===== src/rtl/rotenc_pkg.sv =====
// ----------------------------------------------------------------------------
// rotenc_pkg
// Shared types and constants for the rotary encoder and push-button event
// decoder: event codes, register map and register reset values.
// ----------------------------------------------------------------------------
package rotenc_pkg;

   localparam int TIME_W  = 32;
   localparam int CFG_W   = 16;
   localparam int EVENT_W = 3;
   localparam int HIST_W  = 4;
   localparam int CSR_DATA_W = 32;
   localparam int CSR_ADDR_W = 4;

   typedef enum logic [EVENT_W-1:0] {
      EV_NONE   = 3'd0,
      EV_CLICK  = 3'd1,
      EV_DOUBLE = 3'd2,
      EV_LONG   = 3'd3,
      EV_CW     = 3'd4,
      EV_CCW    = 3'd5
   } event_code_type;

   // Register index, taken from the word address (byte address / 4)
   typedef enum logic [1:0] {
      CSR_DEBOUNCE     = 2'd0,
      CSR_LONG_PRESS   = 2'd1,
      CSR_DOUBLE_CLICK = 2'd2
   } csr_index_type;

   localparam logic [CFG_W-1:0] DEBOUNCE_RESET     = 16'd25;
   localparam logic [CFG_W-1:0] LONG_PRESS_RESET   = 16'd1000;
   localparam logic [CFG_W-1:0] DOUBLE_CLICK_RESET = 16'd300;

   // Quadrature transitions that move the detent accumulator
   function automatic logic quad_is_up(input logic [HIST_W-1:0] h);
      return (h == 4'b1101) || (h == 4'b0100) || (h == 4'b0010) || (h == 4'b1011);
   endfunction

   function automatic logic quad_is_down(input logic [HIST_W-1:0] h);
      return (h == 4'b1110) || (h == 4'b0111) || (h == 4'b0001) || (h == 4'b1000);
   endfunction

endpackage


===== src/rtl/rotary_encoder_button_events.sv =====
// ----------------------------------------------------------------------------
// rotary_encoder_button_events
// Pipeline: an accepted poll lands in the input register, and its event is
//   registered in the result register when that is free or being read out.
// Throughput: one poll per cycle while rsp_ready is high; the decode is a single
//   pass between the input register and the result register, with all state updated in it.
// Reset: synchronous, active high; clears pipeline valids and decoder state,
//   loads the timing registers with 25, 1000 and 300 ms.
// ----------------------------------------------------------------------------
module rotary_encoder_button_events (
   input  logic                                  clock,
   input  logic                                  reset,
   input  logic                                  req_valid,
   output logic                                  req_ready,
   input  logic                                  req_phase_a_level,
   input  logic                                  req_phase_b_level,
   input  logic                                  req_switch_level,
   input  logic [rotenc_pkg::TIME_W-1:0]         req_now_ms,
   output logic                                  rsp_valid,
   input  logic                                  rsp_ready,
   output logic [rotenc_pkg::EVENT_W-1:0]        rsp_event_code,
   input  logic                                  csr_psel,
   input  logic                                  csr_penable,
   input  logic                                  csr_pwrite,
   input  logic [rotenc_pkg::CSR_ADDR_W-1:0]     csr_paddr,
   input  logic [rotenc_pkg::CSR_DATA_W-1:0]     csr_pwdata,
   output logic [rotenc_pkg::CSR_DATA_W-1:0]     csr_prdata,
   output logic                                  csr_pready
);
   import rotenc_pkg::*;

   // Configuration registers
   logic [CFG_W-1:0] debounce_ff;
   logic [CFG_W-1:0] long_press_ff;
   logic [CFG_W-1:0] double_click_ff;
   csr_index_type    csr_index;
   logic             csr_write;

   // Input register
   logic              in_valid_ff;
   logic              in_a_ff;
   logic              in_b_ff;
   logic              in_sw_ff;
   logic [TIME_W-1:0] in_now_ff;

   // Decoder state
   logic [HIST_W-1:0]  hist_ff,       hist_in;
   logic signed [1:0]  acc_ff,        acc_in;
   logic               raw_ff,        raw_in;
   logic               debounced_ff,  debounced_in;
   logic [TIME_W-1:0]  change_time_ff, change_time_in;
   logic               held_ff,       held_in;
   logic [TIME_W-1:0]  press_time_ff, press_time_in;
   logic               pending_ff,    pending_in;
   logic [TIME_W-1:0]  click_time_ff, click_time_in;

   // Result register
   logic               rsp_valid_ff;
   event_code_type     rsp_code_ff;

   logic               advance;
   logic               move_cw;
   logic               move_ccw;
   logic               raw_pressed;
   logic               raw_changed;
   logic [TIME_W-1:0]  since_change;
   logic [TIME_W-1:0]  held_time;
   logic [TIME_W-1:0]  since_click;
   event_code_type     button_ev;
   event_code_type     ev_in;

   // ---------------------------------------------------------------- CSR port
   assign csr_pready = 1'b1;
   assign csr_index  = csr_index_type'(csr_paddr[CSR_ADDR_W-1:2]);
   assign csr_write  = csr_psel && csr_penable && csr_pwrite && csr_pready;

   always_ff @(posedge clock) begin
      if (reset) begin
         debounce_ff     <= DEBOUNCE_RESET;
         long_press_ff   <= LONG_PRESS_RESET;
         double_click_ff <= DOUBLE_CLICK_RESET;
      end else if (csr_write) begin
         case (csr_index)
            CSR_DEBOUNCE:     debounce_ff     <= csr_pwdata[CFG_W-1:0];
            CSR_LONG_PRESS:   long_press_ff   <= csr_pwdata[CFG_W-1:0];
            CSR_DOUBLE_CLICK: double_click_ff <= csr_pwdata[CFG_W-1:0];
            default: ;
         endcase
      end
   end

   always_comb begin
      case (csr_index)
         CSR_DEBOUNCE:     csr_prdata = {{(CSR_DATA_W-CFG_W){1'b0}}, debounce_ff};
         CSR_LONG_PRESS:   csr_prdata = {{(CSR_DATA_W-CFG_W){1'b0}}, long_press_ff};
         CSR_DOUBLE_CLICK: csr_prdata = {{(CSR_DATA_W-CFG_W){1'b0}}, double_click_ff};
         default:          csr_prdata = '0;
      endcase
   end

   // ---------------------------------------------------------------- handshake
   assign advance   = in_valid_ff && (!rsp_valid_ff || rsp_ready);
   assign req_ready = !in_valid_ff || advance;

   always_ff @(posedge clock) begin
      if (reset) begin
         in_valid_ff <= 1'b0;
      end else if (req_valid && req_ready) begin
         in_valid_ff <= 1'b1;
      end else if (advance) begin
         in_valid_ff <= 1'b0;
      end
   end

   always_ff @(posedge clock) begin
      if (req_valid && req_ready) begin
         in_a_ff   <= req_phase_a_level;
         in_b_ff   <= req_phase_b_level;
         in_sw_ff  <= req_switch_level;
         in_now_ff <= req_now_ms;
      end
   end

   // ---------------------------------------------------------------- rotation
   always_comb begin
      hist_in  = {hist_ff[1:0], in_a_ff, in_b_ff};
      acc_in   = acc_ff;
      move_cw  = 1'b0;
      move_ccw = 1'b0;
      if (quad_is_up(hist_in)) begin
         if (acc_ff == 2'sd1) begin
            acc_in  = 2'sd0;
            move_cw = 1'b1;
         end else begin
            acc_in = acc_ff + 2'sd1;
         end
      end else if (quad_is_down(hist_in)) begin
         if (acc_ff == -2'sd1) begin
            acc_in   = 2'sd0;
            move_ccw = 1'b1;
         end else begin
            acc_in = acc_ff - 2'sd1;
         end
      end
   end

   // ---------------------------------------------------------------- button
   assign raw_pressed  = !in_sw_ff;
   assign raw_changed  = raw_pressed != raw_ff;
   assign since_change = raw_changed ? '0 : in_now_ff - change_time_ff;
   assign held_time    = in_now_ff - press_time_ff;
   assign since_click  = in_now_ff - click_time_ff;

   always_comb begin
      raw_in         = raw_pressed;
      change_time_in = raw_changed ? in_now_ff : change_time_ff;
      debounced_in   = debounced_ff;
      if (raw_pressed != debounced_ff &&
          since_change >= {{(TIME_W-CFG_W){1'b0}}, debounce_ff}) begin
         debounced_in = raw_pressed;
      end

      held_in       = held_ff;
      press_time_in = press_time_ff;
      pending_in    = pending_ff;
      click_time_in = click_time_ff;
      button_ev     = EV_NONE;

      if (debounced_in && !held_ff) begin
         held_in       = 1'b1;
         press_time_in = in_now_ff;
         if (pending_ff) begin
            pending_in = 1'b0;
            button_ev  = EV_DOUBLE;
         end
      end else if (!debounced_in && held_ff) begin
         held_in = 1'b0;
         if (held_time >= {{(TIME_W-CFG_W){1'b0}}, long_press_ff}) begin
            button_ev = EV_LONG;
         end else begin
            pending_in    = 1'b1;
            click_time_in = in_now_ff;
            button_ev     = EV_CLICK;
         end
      end else if (pending_ff &&
                   since_click > {{(TIME_W-CFG_W){1'b0}}, double_click_ff}) begin
         // close the double-click window
         pending_in = 1'b0;
      end
   end

   // Button event wins; the detent of the same poll is dropped
   always_comb begin
      ev_in = button_ev;
      if (button_ev == EV_NONE) begin
         if (move_cw) begin
            ev_in = EV_CW;
         end else if (move_ccw) begin
            ev_in = EV_CCW;
         end
      end
   end

   always_ff @(posedge clock) begin
      if (reset) begin
         hist_ff        <= '0;
         acc_ff         <= '0;
         raw_ff         <= 1'b0;
         debounced_ff   <= 1'b0;
         change_time_ff <= '0;
         held_ff        <= 1'b0;
         press_time_ff  <= '0;
         pending_ff     <= 1'b0;
         click_time_ff  <= '0;
      end else if (advance) begin
         hist_ff        <= hist_in;
         acc_ff         <= acc_in;
         raw_ff         <= raw_in;
         debounced_ff   <= debounced_in;
         change_time_ff <= change_time_in;
         held_ff        <= held_in;
         press_time_ff  <= press_time_in;
         pending_ff     <= pending_in;
         click_time_ff  <= click_time_in;
      end
   end

   // ---------------------------------------------------------------- result
   always_ff @(posedge clock) begin
      if (reset) begin
         rsp_valid_ff <= 1'b0;
      end else if (advance) begin
         rsp_valid_ff <= 1'b1;
      end else if (rsp_ready) begin
         rsp_valid_ff <= 1'b0;
      end
   end

   always_ff @(posedge clock) begin
      if (advance) begin
         rsp_code_ff <= ev_in;
      end
   end

   assign rsp_valid      = rsp_valid_ff;
   assign rsp_event_code = rsp_code_ff;

`ifndef SYNTHESIS
   // The accumulator never rests at minus two
   assert property (@(posedge clock) disable iff (reset) acc_ff != 2'b10)
      else $error("step accumulator holds an unreduced detent");

   // Held flag tracks the debounced level after every poll
   assert property (@(posedge clock) disable iff (reset) held_ff == debounced_ff)
      else $error("button held flag out of step with debounced level");

   // A double click consumes a pending click
   assert property (@(posedge clock) disable iff (reset)
      advance && ev_in == EV_DOUBLE |-> pending_ff)
      else $error("double click without a pending click");

   // A delivered event is one of the defined codes
   assert property (@(posedge clock) disable iff (reset)
      rsp_valid |-> (rsp_event_code <= EV_CCW))
      else $error("undefined event code on result");
`endif

endmodule


===== config.mk =====
export PLATFORM = sky130hd
export DESIGN_NAME = rotary_encoder_button_events
export DESIGN_NICKNAME = d
export VERILOG_FILES = /design/src/rtl/rotenc_pkg.sv /design/src/rtl/rotary_encoder_button_events.sv
export SDC_FILE = /design/constraint.sdc
export NUM_CORES = 1
export LEC_CHECK = 0
export ABC_CLOCK_PERIOD_IN_PS = 7800
export BUFFER_PORTS_ARGS = -buffer_cell sky130_fd_sc_hd__buf_2
export CAP_MARGIN = 15
export CORE_MARGIN = 10
export CORE_UTILIZATION = 25
export CTS_CLUSTER_DIAMETER = 150
export DETAILED_ROUTE_END_ITERATION = 10
export PLACE_DENSITY = 0.38
export SLEW_MARGIN = 20
export SYNTH_ARGS = -nofsm -noshare
export SYNTH_HDL_FRONTEND = slang
export SYNTH_SLANG_ARGS = --single-unit

===== constraint.sdc =====
create_clock -name clock -period 7.8 [get_ports clock]
set_input_delay 1.95 -clock clock [delete_from_list [all_inputs] [get_ports clock]]
set_output_delay 1.95 -clock clock [all_outputs]
set_load 0.02 [all_outputs]

## Word-level counts from Yosys, hierarchy flattened

Index checks and enable logic that the tools add are counted.

| word-level totals | value |
|---|---|
| bits in registers | 192 |
| input bits | 78 |
| output and inout bits | 38 |
| word-level logic and storage cells | 110 |

| operators by class | value |
|---|---|
| $add $sub $neg | 5 |
| $lt $le $gt $ge | 3 |
| eq/ne operators | 15 |
| mux-type cells | 29 |
| bitwise operators | 2 |
| reduce and logical (&&, ||, !) cells | 37 |

Operators by type and width:

| operator | number |
|---|---|
| $sub 32x32->32 | 3 |
| $ge 32x16->1 | 2 |
| $pmux 16 s3 | 1 |
| $gt 32x16->1 | 1 |
| $mux 32 | 1 |
| $eq 4x4->1 const B | 4 |
| $mux 1 | 16 |
| $mux 2 | 7 |
| $reduce_and 2->1 | 7 |
| $mux 3 | 4 |
| $eq 4x3->1 const B | 2 |
| $logic_and 1x1->1 | 8 |
| $logic_or 1x1->1 | 8 |
| $reduce_bool 2->1 | 4 |
| $logic_not 1->1 | 5 |
| $eq 2x1->1 const B | 2 |
| $eq 2x2->1 const B | 2 |
| $eq 4x1->1 const B | 1 |
| $eq 4x2->1 const B | 1 |
| $reduce_and 4->1 | 1 |
| $logic_not 3->1 | 1 |
| $ne 3x3->1 const B | 1 |
| $reduce_and 3->1 | 1 |
| $reduce_bool 3->1 | 1 |
| other kinds (5) | 7 |

## Logic depth before layout (Yosys ltp)

| logic depth | value |
|---|---|
| depth in word-level cells | 13 |
| gate-level depth with buffers | 34 |
| depth with buffers taken out | 34 |

## Least setup slack after synthesis

Ideal clock, no wire load.

| path | value |
|---|---|
| kind | register -> register |
| start | reg in_now_ff[2] |
| end | reg pending_ff |
| library setup time | 0.091 ns |
| arrival time | 6.020 ns |
| required time | 7.709 ns |
| setup slack | 1.689 ns |
| cell stages (with the launch flop) | 33 |
| buffers on the path | 0 |
| period minus slack after synthesis | 6.111 ns |
| cells stage by stage | edfxtp_1 > ha_1 > nor2b_1 > o31a_1 > o21a_1 > nand2b_1 > a21oi_1 > nor2_1 > nor2_1 > xor2_1 > nor2_1 > ha_1 > a21oi_1 > nand2_1 > a221oi_1 > nand2b_1 > nor4b_1 > o22ai_1 > nor4_1 > nand4_1 > nand2_1 > mux2i_1 > ha_1 > nand2b_1 > a21oi_1 > o21ai_0 > a211o_1 > a211oi_1 > nand4b_1 > nor4_1 > nand4_1 > or4_1 > a311oi_1 |

| between the ends | value |
|---|---|
| cells in the longest elaborated chain, start to end | 9 |
| elaborated cells on any way between the ends | 18 |
| classes of those cells | 3 x add/sub; 3 x order compare; 1 x eq/ne; 4 x mux; 7 x reduce/logical |

RTL lines:

| what | line | source |
|---|---|---|
| from (decl) | rotary_encoder_button_events.sv:44 | `logic [TIME_W-1:0] in_now_ff;` |
| from (signal assigned) | rotary_encoder_button_events.sv:120 | `in_now_ff <= req_now_ms;` |
| $sub 32x32->32 | rotary_encoder_button_events.sv:150 | `assign since_change = raw_changed ? '0 : in_now_ff - change_time_ff;` |
| $mux 32 | rotary_encoder_button_events.sv:150 |  |
| $ge 32x16->1 | rotary_encoder_button_events.sv:159 | `since_change >= {{(TIME_W-CFG_W){1'b0}}, debounce_ff}) begin` |
| $logic_and 1x1->1 | rotary_encoder_button_events.sv:158 | `if (raw_pressed != debounced_ff &&` |
| $mux 1 | rotary_encoder_button_events.sv:158 |  |
| $logic_not 1->1 | rotary_encoder_button_events.sv:176 | `end else if (!debounced_in && held_ff) begin` |
| $logic_and 1x1->1 | rotary_encoder_button_events.sv:176 |  |
| $ne 3x3->1 (no line), or another cell as far along | n/a |  |
| $reduce_and 3->1 (no line) or $mux 1 (tied branches) | n/a |  |
| to (signal assigned) | rotary_encoder_button_events.sv:223 | `pending_ff <= pending_in;` |
| to (decl) | rotary_encoder_button_events.sv:54 | `logic pending_ff, pending_in;` |

Several ways; a longest one is shown, not always the timed one.
A chain may end at the register's enable or synchronous reset.

## Final worst setup path

| path | value |
|---|---|
| start | reg in_now_ff[0] |
| end | reg pending_ff |

The elaborated chain is that of the path after synthesis.

==> key figures <==
Clock network
  • Max H-tree Level: 4
  • Deepest clock path buffer count: 2
  • CTS tree: yes
  • CTS buffer count: 17
  • CTS Hold Buffers Added: 0
  • Skew-Pair Late Insertion Delay: 0.49 ns
  • Clock transition at path regs: 0.07 ns
  • Clock Sinks: 192
  • Root buf cell: clkbuf_16

Logic synthesis
  • Post-synthesis sequential area ratio: 28.93%
  • Ranking of synthesized cells by area: dfxtp_1 (21%), ha_1 (12%), nand2_1 (9.9%), edfxtp_1 (7.8%), a21oi_1 (7.3%)
  • Post-synth ARST share: 0%
  • Synth area leader: dfxtp_1
  • Number of synthesized flops with an enable pin: 38
  • Synth Warn #: 0
  • Post-Synthesis Cells: 1908
  • Ys flop type: dfxtp_1
  • FF+latch count, synth: 192
  • Top cell type's share of synthesized area: 21.12%
  • Syn avg cell area: 7.652 µm²
  • Yosys cell types: 90
  • Area of the mapped netlist: 14600 µm²

STA
  • Worst-Margin Slew: 0.9183 ns
  • Final Hold Fails: 0
  • Final setup viols: 0
  • Achievable Freq: 0.1382 GHz
  • Final Critical Period: 7.236 ns
  • Post-route clock period utilization: 92.77%
  • Hold slack: 0.4539 ns
  • Max Slew Vio Count: 0
  • Setup tns final: 0 ns
  • Unrepaired setup endpoints after global routing: false
  • Clock Skew: 0.01198 ns
  • Slew margin rel.: 38.78%

Worst hold path
  • Worst Hold Class: flip-flop to flip-flop
  • Min-Delay Path Depth: 2
  • Hold Crit Start: press_time_ff[15]
  • Min-Delay Endpoint: press_time_ff[15]

Detailed routing
  • 1st-iter DRT viols: 893
  • DRC: 0
  • Drt first pass iters: 5
  • Vias: 13190
  • WL/cell: 18.04 µm
  • Vias/cell: 4.831
  • Post-DRT Antenna Nets: 0
  • WL final: 49.22 mm

Layout
  • # diodes: 0
  • Fin cells: 2729
  • Design area: 16370 µm²
  • Filler cell count: 6314
  • Share of layout cells above drive strength 1: 8.656%
  • Final net count: 2177
  • Area growth syn-to-layout: 12.11%

Floorplanning
  • Starting Density: 25.26%
  • # IOs: 116
  • Row cnt: 88
  • Die area: 68470 µm²
  • Core area: 57810 µm²
  • Die width: 261.7 µm
  • Die Ht: 261.7 µm

Critical path
  • Worst Reg2Reg Path Length in Cells: 35
  • Critical path required time: 8.19 ns
  • Worst setup SP type: flip-flop
  • Crit path max fanout: 4
  • Reg-to-reg slack, setup: 0.56 ns
  • Crit-path slowest cell: edfxtp_1
  • R2R Path End: pending_ff
  • Worst Path Arrival: 7.63 ns
  • Worst Setup End Kind: flip-flop
  • Critical R2R Launch: in_now_ff[0]
  • Slowest stage delay, CP: 0.42 ns
  • Critical path class: flip-flop to flip-flop

Outcome
  • Status: complete, no violations

Placement
  • Post-DP HPWL: 38.87 mm
  • GPL Wtd Cong: 0.8508
  • Placed cell areas: 15760 µm²
  • Port bufs: 80
  • Placed Cells: 2696

Job
  • Maxcap violations: 0

Power
  • Sw Ratio: 33.01%
  • Clk pwr share: 33.6%
  • Switching pwr: 0.0009048 W
  • Internal: 0.001836 W
  • Register share of total power: 39.3%
  • Combinational power share: 27.1%
  • Pwr dens: 167.5 nW/µm²
  • Max VDD drop: 0.1238 mV
  • Lkg Pwr: 6.019 nW

Global route
  • Initial antenna violation count: 0
  • Total global-route track usage: 14.47%
  • Grt ovf: 0
  • First-pass GRT wire length: 76.27 mm
  • Largest net degree at the start of global routing: 78
  • Vias in the first global route: 12930
timing repair:
item / 4_1_cts / 5_1_grt
gates resized for setup: 0 / 4
endpoints found under the setup margin: 0 / 1
buffers inserted: 0 / 2
through the flow:
stage	util [%]	total power [W]	setup WS [ns]
3_5_place_dp	27.26	0.001844	0.3187
4_1_cts	28.26	0.002792	0.2808
6_report	28.32	0.002741	0.5636
3_3_place_gp	27.26	0.001838	0.5091
2_1_floorplan	-	0.001622	1.689
5_1_grt	28.32	0.002914	0.007116
critical path, delay by kind of cell (launching register included):
kind	cells	cell delay [ns]
AND/OR/NAND/NOR	16	2.66
AO/OA/AOI/OAI	11	2.17
adder cells (fa/ha/maj)	4	1.17
flip-flops	1	0.42
buffers and inverters	2	0.26
multiplexers	1	0.26
XOR/XNOR	1	0.18
state kept, by name (all words and copies together), names as in the netlist:
signal	count
in_a_ff	1
in_b_ff	1
change_time_ff	32
raw_ff	1
rsp_event_code	3
press_time_ff	32
in_now_ff	32
click_time_ff	32
rsp_valid	1
debounced_ff	1
in_valid_ff	1
in_sw_ff	1
double_click_ff	16
acc_ff	2
pending_ff	1
hist_ff	2
debounce_ff	16
held_ff	1
long_press_ff	16
worst max-delay path by stage:
| stage | from | endpoint | cells past startpoint |
|---|---|---|---|
| finish | in_now_ff[0] | pending_ff | 35 |
| global route | in_now_ff[0] | pending_ff | 35 |
| CTS | in_now_ff[0] | pending_ff | 35 |
| detailed placement | in_now_ff[0] | pending_ff | 35 |
| global placement | in_now_ff[0] | pending_ff | 35 |
| floorplan | in_now_ff[2] | pending_ff | 32 |
power by group through the flow:
stage	clock network [W]	registers (W)	logic [W]
floorplan	0	0.00109	0.000530
global placement	0	0.00110	0.000737
detailed placement	0	0.00110	0.000742
CTS	0.000968	0.00108	0.000745
global route	0.000998	0.00108	0.000833
finish	0.000920	0.00108	0.000742
area by class of cell:
cell class	count	area, µm²	share of cell area [%]
Sequential cell	192	4224	25.81
Inverter	170	638.1	3.898
Clock inverter	4	76.32	0.4663
Clock buffer	27	504.2	3.081
Tap cell	765	957.2	5.848
Multi-Input combinational cell	1458	9318	56.93
Timing Repair Buffer	113	650.6	3.975
cell usage after synthesis (all sizes together), types with 27 or more instances:
library cell    n
clkbuf         75
a21o           32
a21oi         214
nand2         386
nand3          35
nand4          27
inv           170
buf            28
dfxtp         154
ha            144
edfxtp         38
o21ai          74
mux2i          55
nor2           86
xnor2          33
cells by family after synthesis:
group / Yosys count / share of synthesized area (%)
XOR/XNOR: 55 / 3.299
flip-flops: 192 / 28.93
other: 2 / 0.05144
multiplexers: 58 / 4.002
AND/OR/NAND/NOR: 675 / 20.86
adder cells (fa/ha/maj): 147 / 12.75
buffers and inverters: 273 / 7.876
AO/OA/AOI/OAI: 506 / 22.23
per-layer routing:
layer	GRT usage [%]	vias up	wire [µm]
li1	-	6750	-
met1	19.28	6224	24260
met2	23.92	181	22900
met3	2.321	30	1335
met4	3.708	0	726
met5	0	-	0
cells in the final DEF (no fill, tap or decap), types with 32 or more instances in the layout:
master,Yosys,routed
nor2_1,86,86
ha_1,144,144
buf_2,4,79
buf_4,17,34
nand2_1,386,385
dfxtp_1,154,154
inv_1,169,169
nand3_1,35,35
a21oi_1,213,212
edfxtp_1,38,38
xnor2_1,33,33
o21ai_0,73,73
a21o_1,32,32
mux2i_1,55,54
No activity file was read; power rests on OpenSTA's default activity.
